**config.mk**
```make
export PLATFORM = sky130hd
export DESIGN_NAME = atsp_front
export DESIGN_NICKNAME = d
export VERILOG_FILES = /design/src/rtl/core/atsp_pkg.sv /design/src/rtl/core/atsp_front.sv
export SDC_FILE = /design/constraint.sdc
export NUM_CORES = 1
export LEC_CHECK = 0
export ABC_AREA = 1
export ABC_CLOCK_PERIOD_IN_PS = 3100
export BUFFER_PORTS_ARGS = -buffer_cell sky130_fd_sc_hd__clkbuf_2
export CAP_MARGIN = 20
export CORE_MARGIN = 2
export CORE_UTILIZATION = 54
export CTS_CLUSTER_DIAMETER = 40
export DETAILED_ROUTE_END_ITERATION = 10
export PLACE_DENSITY = 0.75
export SLEW_MARGIN = 0
export SYNTH_ARGS = -nofsm -noshare
export SYNTH_HDL_FRONTEND = slang
export SYNTH_SLANG_ARGS = --single-unit
```
**constraint.sdc**
```tcl
create_clock -name clk -period 3.1 [get_ports clk]
set_input_delay 0.155 -clock clk [delete_from_list [all_inputs] [get_ports clk]]
set_output_delay 0.155 -clock clk [all_outputs]
set_load 0.005 [all_outputs]
```
**src/rtl/core/atsp_pkg.sv**
```systemverilog
`default_nettype none
package atsp_pkg;

  typedef enum logic [1:0] {
    PH_GROUND = 2'd0,
    PH_ESC    = 2'd1,
    PH_CSI    = 2'd2
  } phase_t;

  typedef enum logic [2:0] {
    CMD_NOP,
    CMD_READ,
    CMD_CR,
    CMD_LF,
    CMD_PRINT,
    CMD_FINAL
  } cmd_kind_t;

  typedef enum logic [1:0] {
    ST_IDLE,
    ST_PAD,
    ST_ERASE,
    ST_EMIT
  } eng_state_t;

  typedef struct packed {
    cmd_kind_t  kind;
    logic [7:0] ch;
    logic [4:0] row;
    logic [7:0] col;
    logic [7:0] p1;
    logic [7:0] p2;
    phase_t     phase;
  } cmd_t;

  localparam logic [7:0] CH_ESC   = 8'h1b;
  localparam logic [7:0] CH_CR    = 8'h0d;
  localparam logic [7:0] CH_LF    = 8'h0a;
  localparam logic [7:0] CH_SPACE = 8'h20;
  localparam logic [7:0] CH_DEL   = 8'h7f;
  localparam logic [7:0] CH_HIGH  = 8'h80;
  localparam logic [7:0] CH_ZERO  = 8'h30;
  localparam logic [7:0] CH_NINE  = 8'h39;
  localparam logic [7:0] CH_PMAX  = 8'h3f;
  localparam logic [7:0] CH_IMAX  = 8'h2f;
  localparam logic [7:0] CH_FMIN  = 8'h40;
  localparam logic [7:0] CH_FMAX  = 8'h7e;
  localparam logic [7:0] CH_LBRK  = 8'h5b;
  localparam logic [7:0] CH_SEMI  = 8'h3b;
  localparam logic [7:0] FIN_J    = 8'h4a;
  localparam logic [7:0] FIN_H    = 8'h48;
  localparam logic [7:0] FIN_F    = 8'h66;
  localparam logic [7:0] FIN_A    = 8'h41;
  localparam logic [7:0] FIN_B    = 8'h42;
  localparam logic [7:0] FIN_C    = 8'h43;
  localparam logic [7:0] FIN_D    = 8'h44;
  localparam logic [7:0] FIN_K    = 8'h4b;

endpackage
`default_nettype wire

```
**src/rtl/core/atsp_front.sv**
```systemverilog
`default_nettype none
module atsp_front #(
  parameter int PARAM_BYTES_MAX = 63
) (
  input  wire logic          clk,
  input  wire logic          rst_n,
  input  wire logic          in_push,
  output logic               in_full,
  input  wire logic          in_operation,
  input  wire logic [7:0]    in_data_byte,
  input  wire logic [4:0]    in_read_row,
  input  wire logic [7:0]    in_read_col,
  output logic               cmd_valid,
  output atsp_pkg::cmd_t     cmd,
  input  wire logic          cmd_pop
);
  import atsp_pkg::*;

  phase_t     phase_r, phase_nxt;
  logic [7:0] p1_r, p1_nxt, p2_r, p2_nxt;
  logic [2:0] tok_idx_r, tok_idx_nxt;
  logic [1:0] tok_flags_r, tok_flags_nxt;
  logic [5:0] count_r, count_nxt;
  cmd_t       new_cmd;
  logic [11:0] acc;
  logic [7:0]  c;

  cmd_t       q_r [2];
  logic       wr_ptr_r, rd_ptr_r;
  logic [1:0] fill_r;
  logic       push_ok;

  assign push_ok   = in_push && !in_full;
  assign in_full   = (fill_r == 2'd2);
  assign cmd_valid = (fill_r != 2'd0);
  assign cmd       = q_r[rd_ptr_r];
  assign c         = in_data_byte;

  always_comb begin
    phase_nxt     = phase_r;
    p1_nxt        = p1_r;
    p2_nxt        = p2_r;
    tok_idx_nxt   = tok_idx_r;
    tok_flags_nxt = tok_flags_r;
    count_nxt     = count_r;
    acc           = '0;
    new_cmd.kind  = CMD_NOP;
    new_cmd.ch    = c;
    new_cmd.row   = in_read_row;
    new_cmd.col   = in_read_col;
    if (in_operation) begin
      new_cmd.kind = CMD_READ;
    end else begin
      unique case (phase_r)
        PH_ESC: begin
          if (c == CH_LBRK) begin
            phase_nxt     = PH_CSI;
            p1_nxt        = '0;
            p2_nxt        = '0;
            tok_idx_nxt   = '0;
            tok_flags_nxt = '0;
            count_nxt     = '0;
          end else begin
            phase_nxt = PH_GROUND;
          end
        end
        PH_CSI: begin
          priority if (c >= CH_ZERO && c <= CH_PMAX) begin
            if (count_r < 6'(PARAM_BYTES_MAX)) begin
              count_nxt = count_r + 6'd1;
              if (c == CH_SEMI) begin
                if (tok_flags_r[0] && tok_idx_r < 3'd4) tok_idx_nxt = tok_idx_r + 3'd1;
                tok_flags_nxt = '0;
              end else begin
                // a fresh token starts accumulating digits
                tok_flags_nxt = tok_flags_r[0] ? tok_flags_r : 2'd3;
                if (tok_flags_nxt[1]) begin
                  if (c <= CH_NINE) begin
                    if (tok_idx_r == 3'd0) begin
                      acc = 12'(p1_r) * 12'd10 + 12'(c - CH_ZERO);
                      p1_nxt = (acc > 12'd255) ? 8'd255 : acc[7:0];
                    end else if (tok_idx_r == 3'd1) begin
                      acc = 12'(p2_r) * 12'd10 + 12'(c - CH_ZERO);
                      p2_nxt = (acc > 12'd255) ? 8'd255 : acc[7:0];
                    end
                  end else begin
                    tok_flags_nxt = 2'd1;
                  end
                end
              end
            end
          end else if (c >= CH_SPACE && c <= CH_IMAX) begin
          end else if (c >= CH_FMIN && c <= CH_FMAX) begin
            new_cmd.kind = CMD_FINAL;
            phase_nxt    = PH_GROUND;
          end else begin
            phase_nxt = PH_GROUND;
          end
        end
        default: begin
          phase_nxt = PH_GROUND;
          priority if (c == CH_ESC) phase_nxt = PH_ESC;
          else if (c == CH_CR) new_cmd.kind = CMD_CR;
          else if (c == CH_LF) new_cmd.kind = CMD_LF;
          else if ((c >= CH_SPACE && c < CH_DEL) || c >= CH_HIGH) new_cmd.kind = CMD_PRINT;
          else new_cmd.kind = CMD_NOP;
        end
      endcase
    end
    new_cmd.p1    = p1_r;
    new_cmd.p2    = p2_r;
    new_cmd.phase = in_operation ? phase_r : phase_nxt;
  end

  always_ff @(posedge clk) begin
    if (!rst_n) begin
      phase_r     <= PH_GROUND;
      p1_r        <= '0;
      p2_r        <= '0;
      tok_idx_r   <= '0;
      tok_flags_r <= '0;
      count_r     <= '0;
      wr_ptr_r    <= 1'b0;
      rd_ptr_r    <= 1'b0;
      fill_r      <= '0;
    end else begin
      if (push_ok) begin
        phase_r     <= phase_nxt;
        p1_r        <= p1_nxt;
        p2_r        <= p2_nxt;
        tok_idx_r   <= tok_idx_nxt;
        tok_flags_r <= tok_flags_nxt;
        count_r     <= count_nxt;
        wr_ptr_r    <= ~wr_ptr_r;
      end
      if (cmd_pop && cmd_valid) rd_ptr_r <= ~rd_ptr_r;
      fill_r <= fill_r + 2'(push_ok) - 2'(cmd_pop && cmd_valid);
    end
  end

  always_ff @(posedge clk) begin
    if (push_ok) q_r[wr_ptr_r] <= new_cmd;
  end

endmodule
`default_nettype wire

```
==> results.txt, run 1 <==
R2R Path End: p1_r[3]
DRT iter0 DRCs: 391
Worst Skew: 8.85 ps
Synth Area in Adders: 0.111
vias post-DR: 5694
GRT Overall Usage: 0.239
CTS tree: done
Top Layer Used: met4
drt total wl: 16400 microns
layout cells sized above 1: 0.325
post-synthesis mux area share: 0.0675
RSZ-0062 raised after global routing: true
Crit Path Max Fanout: 8
Final setup violation count: 0
post-layout instance area: 8950 sq um
met3 wire len: 859 microns
area leader, netlist: edfxtp_1
worst-skew pair later-pin latency: 430 ps
die width: 118 microns
met2 WL post-DR: 7960 microns
YS warnings: 0
reg-to-reg slack, setup: 70 ps
CP Launch Type: flip-flop
Setup crit start: p1_r[3]
n_diodes: 0
final hold vios: 0
hold path startpoint: rst_n
Cells after Synth: 767
# DRC: 0
sequential cell area: 3220 sq um
area grow syn2layout: 27.8%
#FFs+latches synth: 118
top-area cell type share of the netlist area: 0.360
Net Count, Synth: 853
clock buffer depth: 2
core box area: 12700 sq um
r2r startpoint: p1_r[3]
total power: 4.95 mW
Syn Area/Cell: 9.14 sq um
post-synthesis simple-gate area fraction: 0.229
Worst Hold Class: in2reg
io pins: 70
area post-placement: 7770 sq um
Post-synth EDFFs: 84
minimum clock period: 3030 ps
fin. max-slew vios: 0
antenna violations before repair: 0
Die Footprint: 13900 sq um
DP Wirelength: 10900 microns
global-route wire length before repair: 26100 microns
TritonCTS Buffers: 17
Crit Path Class: reg2reg
Fmax achieved: 331 MHz
largest cells by area after synthesis: edfxtp_1 (36%), nand2_1 (11%), ha_1 (10%)
Synth Flop Type: edfxtp_1
post-synthesis sequential area ratio: 0.457
drt first pass iters: 5
WP data arrival: 3300 ps
pin count of the biggest net entering global routing: 44
worst hold slack: 15.2 ps
Clock Pin Slew Worst Setup and Hold Paths: 60 ps
via-per-instance ratio: 5.26
root buffer cell: clkbuf_16
Pwr per Cell Area: 553 nW/um^2
cell count of the worst hold path: 3
xor/xnor share of the synthesized area: 0.0237
R2R cell count: 18
total of max-cap violations: 0
ys async rst share: 0
Slew @ Worst Pin: 846 ps
crit share post-route: 0.976
CTS sink count: 118
Syn Std Cell Area: 7010 sq um
Worst VDD drop: 411 uV
vias in the first global route: 5482
Rel. slew slack: 0.436
compound-gate portion of the synthesized area: 0.0528
Initial Util: 0.553
status: finished, final reports clean
Placement Rows: 41
leak pwr: 4.00 nW
gpl congestion: 0.915
Worst Hold End: fill_r[0]
antenna-violating nets left: 0
Routed met1 length: 7250 microns
Filler cells: 910
IO buf count: 69
nets: 983
height of the chip: 118 microns
average wire per standard cell: 15.1 microns
largest family of logic cells by synthesized area: simple AND/OR/NAND/NOR gates
area of the multi-input gates: 3830 sq um
Worst Path Required: 3370 ps
grt total ovfl: 0
Unique masters post-synth: 41
crit end category: flip-flop
H-tree level count: 4
-- registers in the layout, summed over array words and instances, names as in the netlist, named ones only --
| signal | count |
|---|---|
| tok_idx_r | 3 |
| count_r | 6 |
| phase_r | 2 |
| p2_r | 8 |
| tok_flags_r | 2 |
| wr_ptr_r | 1 |
| rd_ptr_r | 1 |
| p1_r | 8 |
| fill_r | 2 |
| q_r | 84 |
-- worst max path at each step --
stage                   end  slack [ps]  cells past startpoint
floorplan           p1_r[3]          70                     18
global placement    p1_r[6]         -50                     19
detailed placement  p1_r[6]         -80                     20
CTS                 p1_r[6]        0.01                     20
global route        p1_r[3]        -110                     19
finish              p1_r[3]          70                     18
-- where the power goes --
part	total, mW	switching, mW	internal (mW)
Sequential	2.03	0.105	1.92
Combinational	1.09	0.599	0.494
Clock	1.84	0.737	1.10
-- layout make-up --
cell class / count / share of cell area
multi-input combinational: 543 / 0.428
sequential: 118 / 0.359
timing repair buffer: 121 / 0.0861
clock buffer: 17 / 0.0475
inverter: 96 / 0.0402
tap: 172 / 0.0240
clock inverter: 15 / 0.0145
-- through the flow --
| stage | TNS [ps] | std cells | utilization | setup slack [ps] |
|---|---|---|---|---|
| floorplan | 0 | 767 | - | 73.9 |
| CTS | 0 | 1076 | 0.674 | 0.00955 |
| detailed placement | -989 | 1029 | 0.613 | -81.4 |
| global placement | -329 | 1029 | 0.613 | -53.2 |
| finish | 0 | 1082 | 0.707 | 74.8 |
| global route | -777 | 1082 | 0.707 | -106 |
-- cells in the final DEF, fill, tap and decap left out, types with 3 or more instances in the layout --
cell type      netlist  final
a21oi_1             44     31
a21oi_2              4     16
and2_1               4      4
buf_4                0     38
clkbuf_16            0     17
clkbuf_2             0     69
clkinv_2             0      3
clkinvlp_4           0      5
dfxtp_1             34     25
dfxtp_2              0      8
dlygate4sd3_1        0     14
edfxtp_1            84     84
ha_1                56     37
ha_2                 0      4
ha_4                 0     15
inv_1               88     83
inv_2                8     13
inv_6                0      3
mux2_2              42     42
nand2_1            210    194
nand2_2              3     16
nand2_4              3      6
nand3_1             43     36
nand3_2              1      8
nand3b_1             4      4
nand4_1             22     22
nor2_1              48     42
nor2_2               0      4
nor2_4               2      4
nor3_2               5      5
o21ai_0              7      7
or2_2                3      3
xnor2_1             12      9
xnor2_2              0      3
xor2_1               7      5
-- layer usage --
metal  vias up  global-route usage
li1       2845                   -
met1      2649               0.295
met2       169               0.406
met3        31              0.0630
met4         0              0.0806
met5         -                   0
-- critical path, cell delays in order (launching register included) --
cell and delay, ps:
dfxtp_4 370, ha_4 250, ha_4 250, or2_2 290
nand2_2 80, buf_4 110, xnor2_1 110, ha_1 320
nand2_1 100, nand2_1 110, a21oi_2 160, nand2_1 70
nand2_1 60, nand2_1 40, nor2_1 120, buf_4 170
nand4_1 110, nand2_1 100, a21oi_1 70
-- logic make-up (layout without fill, tap and decap cells) --
family | after synthesis | after routing
buffers and inverters | 106 | 249
DFF | 118 | 118
and+or+nand+nor | 358 | 358
adders and majority gates | 60 | 60
muxes | 42 | 42
AOI/OAI and AO/OA | 64 | 64
xor gates and xnor gates | 19 | 19
-- synth_stat cells (2+ instances only) --
cell and count:
nand3_1 43, nand2_1 210, clkbuf_1 7, nand2_2 3, nand2_4 3, nor4_1 2, xor2_1 7, nand4_1 22
inv_1 88, dfxtp_1 34, nor3_1 2, ha_1 56, a21oi_1 44, or2_0 2, a21boi_0 2, or2_2 3
nor2_1 48, nand3b_1 4, inv_2 8, o21ai_0 7, nor2_4 2, xnor2_1 12, edfxtp_1 84, and2_1 4
mux2_2 42, fa_1 4, nor3_2 5, buf_2 2, a21oi_2 4, a31oi_1 2
-- timing repair --
item | 4_1_cts | 5_1_grt
endpoints found under the hold margin | 28 | 0
pin swaps | 3 | 45
gates cloned | 0 | 0
hold buffers | 14 | 0
buffers inserted | 1 | 6
resized for setup | 12 | 79
endpoints found under the setup margin | 16 | 16
Note: power is estimated with default switching activity, not from simulation.
==> run 2: changes to the inputs <==
--- a/config.mk
+++ b/config.mk
@@ -5,7 +5,6 @@
 export SDC_FILE = /design/constraint.sdc
 export NUM_CORES = 1
 export LEC_CHECK = 0
-export ABC_AREA = 1
 export ABC_CLOCK_PERIOD_IN_PS = 3100
 export BUFFER_PORTS_ARGS = -buffer_cell sky130_fd_sc_hd__clkbuf_2
 export CAP_MARGIN = 20
==> run 2 against run 1 <==
  * Highest routed layer unchanged
  * Largest power group unchanged
  * Utilization grew 1.4 points
  * First-iteration DRC count grew 22%
  * The run now ends with setup timing left
  * Maximum frequency shrank 14%
  * Largest cell class unchanged
  * Sequential power is essentially flat
  * Clock power grew 7%
  * Die area shrank 4.3%
  * Non-clock buffer count grew 30
==> results.txt, run 2 <==
minimum clock period: 3510 ps (was 3030 ps)
fin util: 0.721 (was 0.707)
Final setup violation count: 16 (was 0)
post-synthesis sequential area ratio: 0.478 (was 0.457)
largest registers: q_r x84, p1_r x8, p2_r x8 (unchanged)
Syn Area/Cell: 11.6 sq um (was 9.14 sq um)
post-layout instance area: 8700 sq um (was 8950 sq um)
Worst Skew: 7.75 ps (was 8.85 ps)
Worst Path Required: 3390 ps (was 3370 ps)
area leader, netlist: edfxtp_1 (unchanged)
top post-synthesis cells by count: edfxtp_1 (84), ha_1 (56), a21oi_1 (47) (was nand2_1 (210), inv_1 (88), edfxtp_1 (84))
clock buffer depth: 2 (unchanged)
#FFs+latches synth: 118 (unchanged)
TritonCTS Buffers: 17 (unchanged)
Clock Pin Slew Worst Setup and Hold Paths: 60 ps (about the same)
failing checks: setup timing
gpl congestion: 0.940 (was 0.915)
RSZ-0062 raised after global routing: true (unchanged)
CTS sink count: 118 (unchanged)
n_diodes: 0 (unchanged)
Filler cells: 788 (was 910)
status: finished, violations left (was finished, final reports clean)
top-area cell type share of the netlist area: 0.377 (was 0.360)
Slew @ Worst Pin: 1040 ps (was 846 ps)
via-per-instance ratio: 5.78 (was 5.26)
worst-skew pair later-pin latency: 420 ps (was 430 ps)
nets: 817 (was 983)
io pins: 70 (unchanged)
Initial Util: 0.555 (was 0.553)
Net Count, Synth: 661 (was 853)
root buffer cell: clkbuf_16 (unchanged)
largest cells by area after synthesis: edfxtp_1 (38%), ha_1 (10%), dfxtp_1 (10%) (was edfxtp_1 (36%), nand2_1 (11%), ha_1 (10%))
GRT Max-Usage Layer: met2 (unchanged)
Worst Hold Class: in2reg (unchanged)
DRT iter0 DRCs: 477 (was 391)
WP data arrival: 3800 ps (was 3300 ps)
average wire per standard cell: 18.4 microns (was 15.1 microns)
Unique masters post-synth: 71 (was 41)
grt total ovfl: 0 (unchanged)
Cells after Synth: 575 (was 767)
most common cell after layout, fill and taps aside: edfxtp_1 (was nand2_1)
YS warnings: 0 (unchanged)
leak pwr: 3.58 nW (was 4.00 nW)
vias post-DR: 5270 (was 5694)
Die Footprint: 13300 sq um (was 13900 sq um)
CTS tree: done (unchanged)
H-tree level count: 4 (unchanged)
height of the chip: 115 microns (was 118 microns)
GRT Overall Usage: 0.259 (was 0.239)
vias in the first global route: 5336 (was 5482)
core box area: 12100 sq um (was 12700 sq um)
Inst Count DP: 856 (was 1029)
crit end category: flip-flop (unchanged)
Largest Register: q_r (unchanged)
area post-placement: 7730 sq um (was 7770 sq um)
crit share post-route: 1.13 (was 0.976)
antenna-violating nets left: 0 (unchanged)
total power: 5.01 mW (was 4.95 mW)
Crit Path Class: reg2reg (unchanged)
TNS Setup: -5630 ps (was 0 ps)
most common cell in the netlist: edfxtp_1 (was nand2_1)
routing usage on met2: 0.421 (was 0.406)
GR Util met3: 0.0685 (was 0.0630)
Worst VDD drop: 389 uV (was 411 uV)
global-route wire length before repair: 26500 microns (was 26100 microns)
CP Launch Type: flip-flop (unchanged)
Synth Flop Type: edfxtp_1 (unchanged)
antenna violations before repair: 0 (unchanged)
Crit Path Max Fanout: 8 (unchanged)
met1 usage: 0.334 (was 0.295)
IO buf count: 69 (unchanged)
ys async rst share: 0 (unchanged)
Placement Rows: 40 (was 41)
pin count of the biggest net entering global routing: 43 (was 44)
pre-CTS WS: -591 ps (was -81.4 ps)
Pwr per Cell Area: 576 nW/um^2 (was 553 nW/um^2)
max reg flops: 84 (unchanged)
most frequent cells in the layout: edfxtp_1 (84), clkbuf_2 (69), buf_4 (65), ha_1 (46), mux2_2 (42) (was nand2_1 (194), edfxtp_1 (84), inv_1 (83), clkbuf_2 (69))
Syn Std Cell Area: 6700 sq um (was 7010 sq um)
Rel. slew slack: 0.304 (was 0.436)
layout cells sized above 1: 0.367 (was 0.325)
Post-synth EDFFs: 84 (unchanged)
worst hold slack: 36.7 ps (was 15.2 ps)
setup ws final: -405 ps (was 74.8 ps)
total of max-cap violations: 0 (unchanged)
drt total wl: 16800 microns (was 16400 microns)
DP Wirelength: 11100 microns (was 10900 microns)
Post-Layout Cell Count: 912 (was 1082)
Fmax achieved: 285 MHz (was 331 MHz)
area grow syn2layout: 29.9% (was 27.8%)
fin. max-slew vios: 0 (unchanged)
drt first pass iters: 5 (unchanged)
final hold vios: 0 (unchanged)
# DRC: 0 (unchanged)
die width: 115 microns (was 118 microns)
-- run 2: cell count changes after synthesis, sizes merged, moves of 13 or more --
cell / before / now
nand2: 216 / 22
o21ai: 7 / 31
nor2: 50 / 37
nand3: 44 / 11
a211oi: 0 / 18
inv: 96 / 22
nand4: 23 / 8
-- run 2: path summary, 6_finish.rpt --
| kind | start | to | slack (ps) | cells past startpoint |
|---|---|---|---|---|
| worst min register to register | tok_flags_r[1] | tok_flags_r[1] | 480 | 2 |
| worst min-delay path | rst_n | fill_r[0] | 40 | 2 |
| worst max-delay path | p1_r[1] | p1_r[4] | -410 | 15 |
| worst max register to register | p1_r[1] | p1_r[4] | -410 | 15 |
-- run 2: routing by layer --
metal | vias to the layer above | part of all wire
met2 | 189 | 0.48
met4 | 0 | 0.025
met3 | 43 | 0.054
met5 | - | 0
li1 | 2522 | -
met1 | 2516 | 0.44
-- run 2: area by class of cell --
type	count	area [sq um]	area share
clock inverter	14	158	0.0181
sequential	118	3230	0.371
multi-input combinational	421	3570	0.411
tap	168	210	0.0242
clock buffer	18	429	0.0493
timing repair buffer	151	1020	0.117
inverter	22	82.6	0.00950
-- run 2: kinds of logic (layout without fill, tap and decap cells) --
logic type	count (synthesis)	after routing	share of synthesized area
XOR/XNOR	32	32	0.0419
AO/OA/AOI/OAI	161	161	0.164
multiplexers	45	45	0.0751
adder cells (fa/ha/maj)	60	60	0.117
buffers and inverters	36	205	0.0230
flip-flops	118	118	0.478
AND/OR/NAND/NOR	123	123	0.101
-- run 2: power by group --
group	leakage (nW)	internal, mW	switching [mW]
registers	1.08	1.90	0.130
logic	2.22	0.492	0.512
clock network	0.283	1.25	0.719
total	3.58	3.65	1.36
-- run 2: critical path: stages, from the launching register on --
cell	delay, ps
dfxtp_4	350
ha_4	240
ha_4	160
fa_2	340
a21o_1	170
a21oi_2	140
o21bai_1	110
a21oi_2	140
xnor2_1	100
ha_1	380
inv_2	70
a22o_1	210
or4b_4	530
a211oi_4	170
buf_6	170
a31oi_1	90
-- run 2: what timing repair did --
| item | 4_1_cts | 5_1_grt |
|---|---|---|
| hold buffers | 13 | 0 |
| setup buffers | 8 | 3 |
| resized for setup | 12 | 26 |
| hold endpoints to repair | 26 | 0 |
| pin swaps | 23 | 21 |
| endpoints found under the setup margin | 16 | 16 |
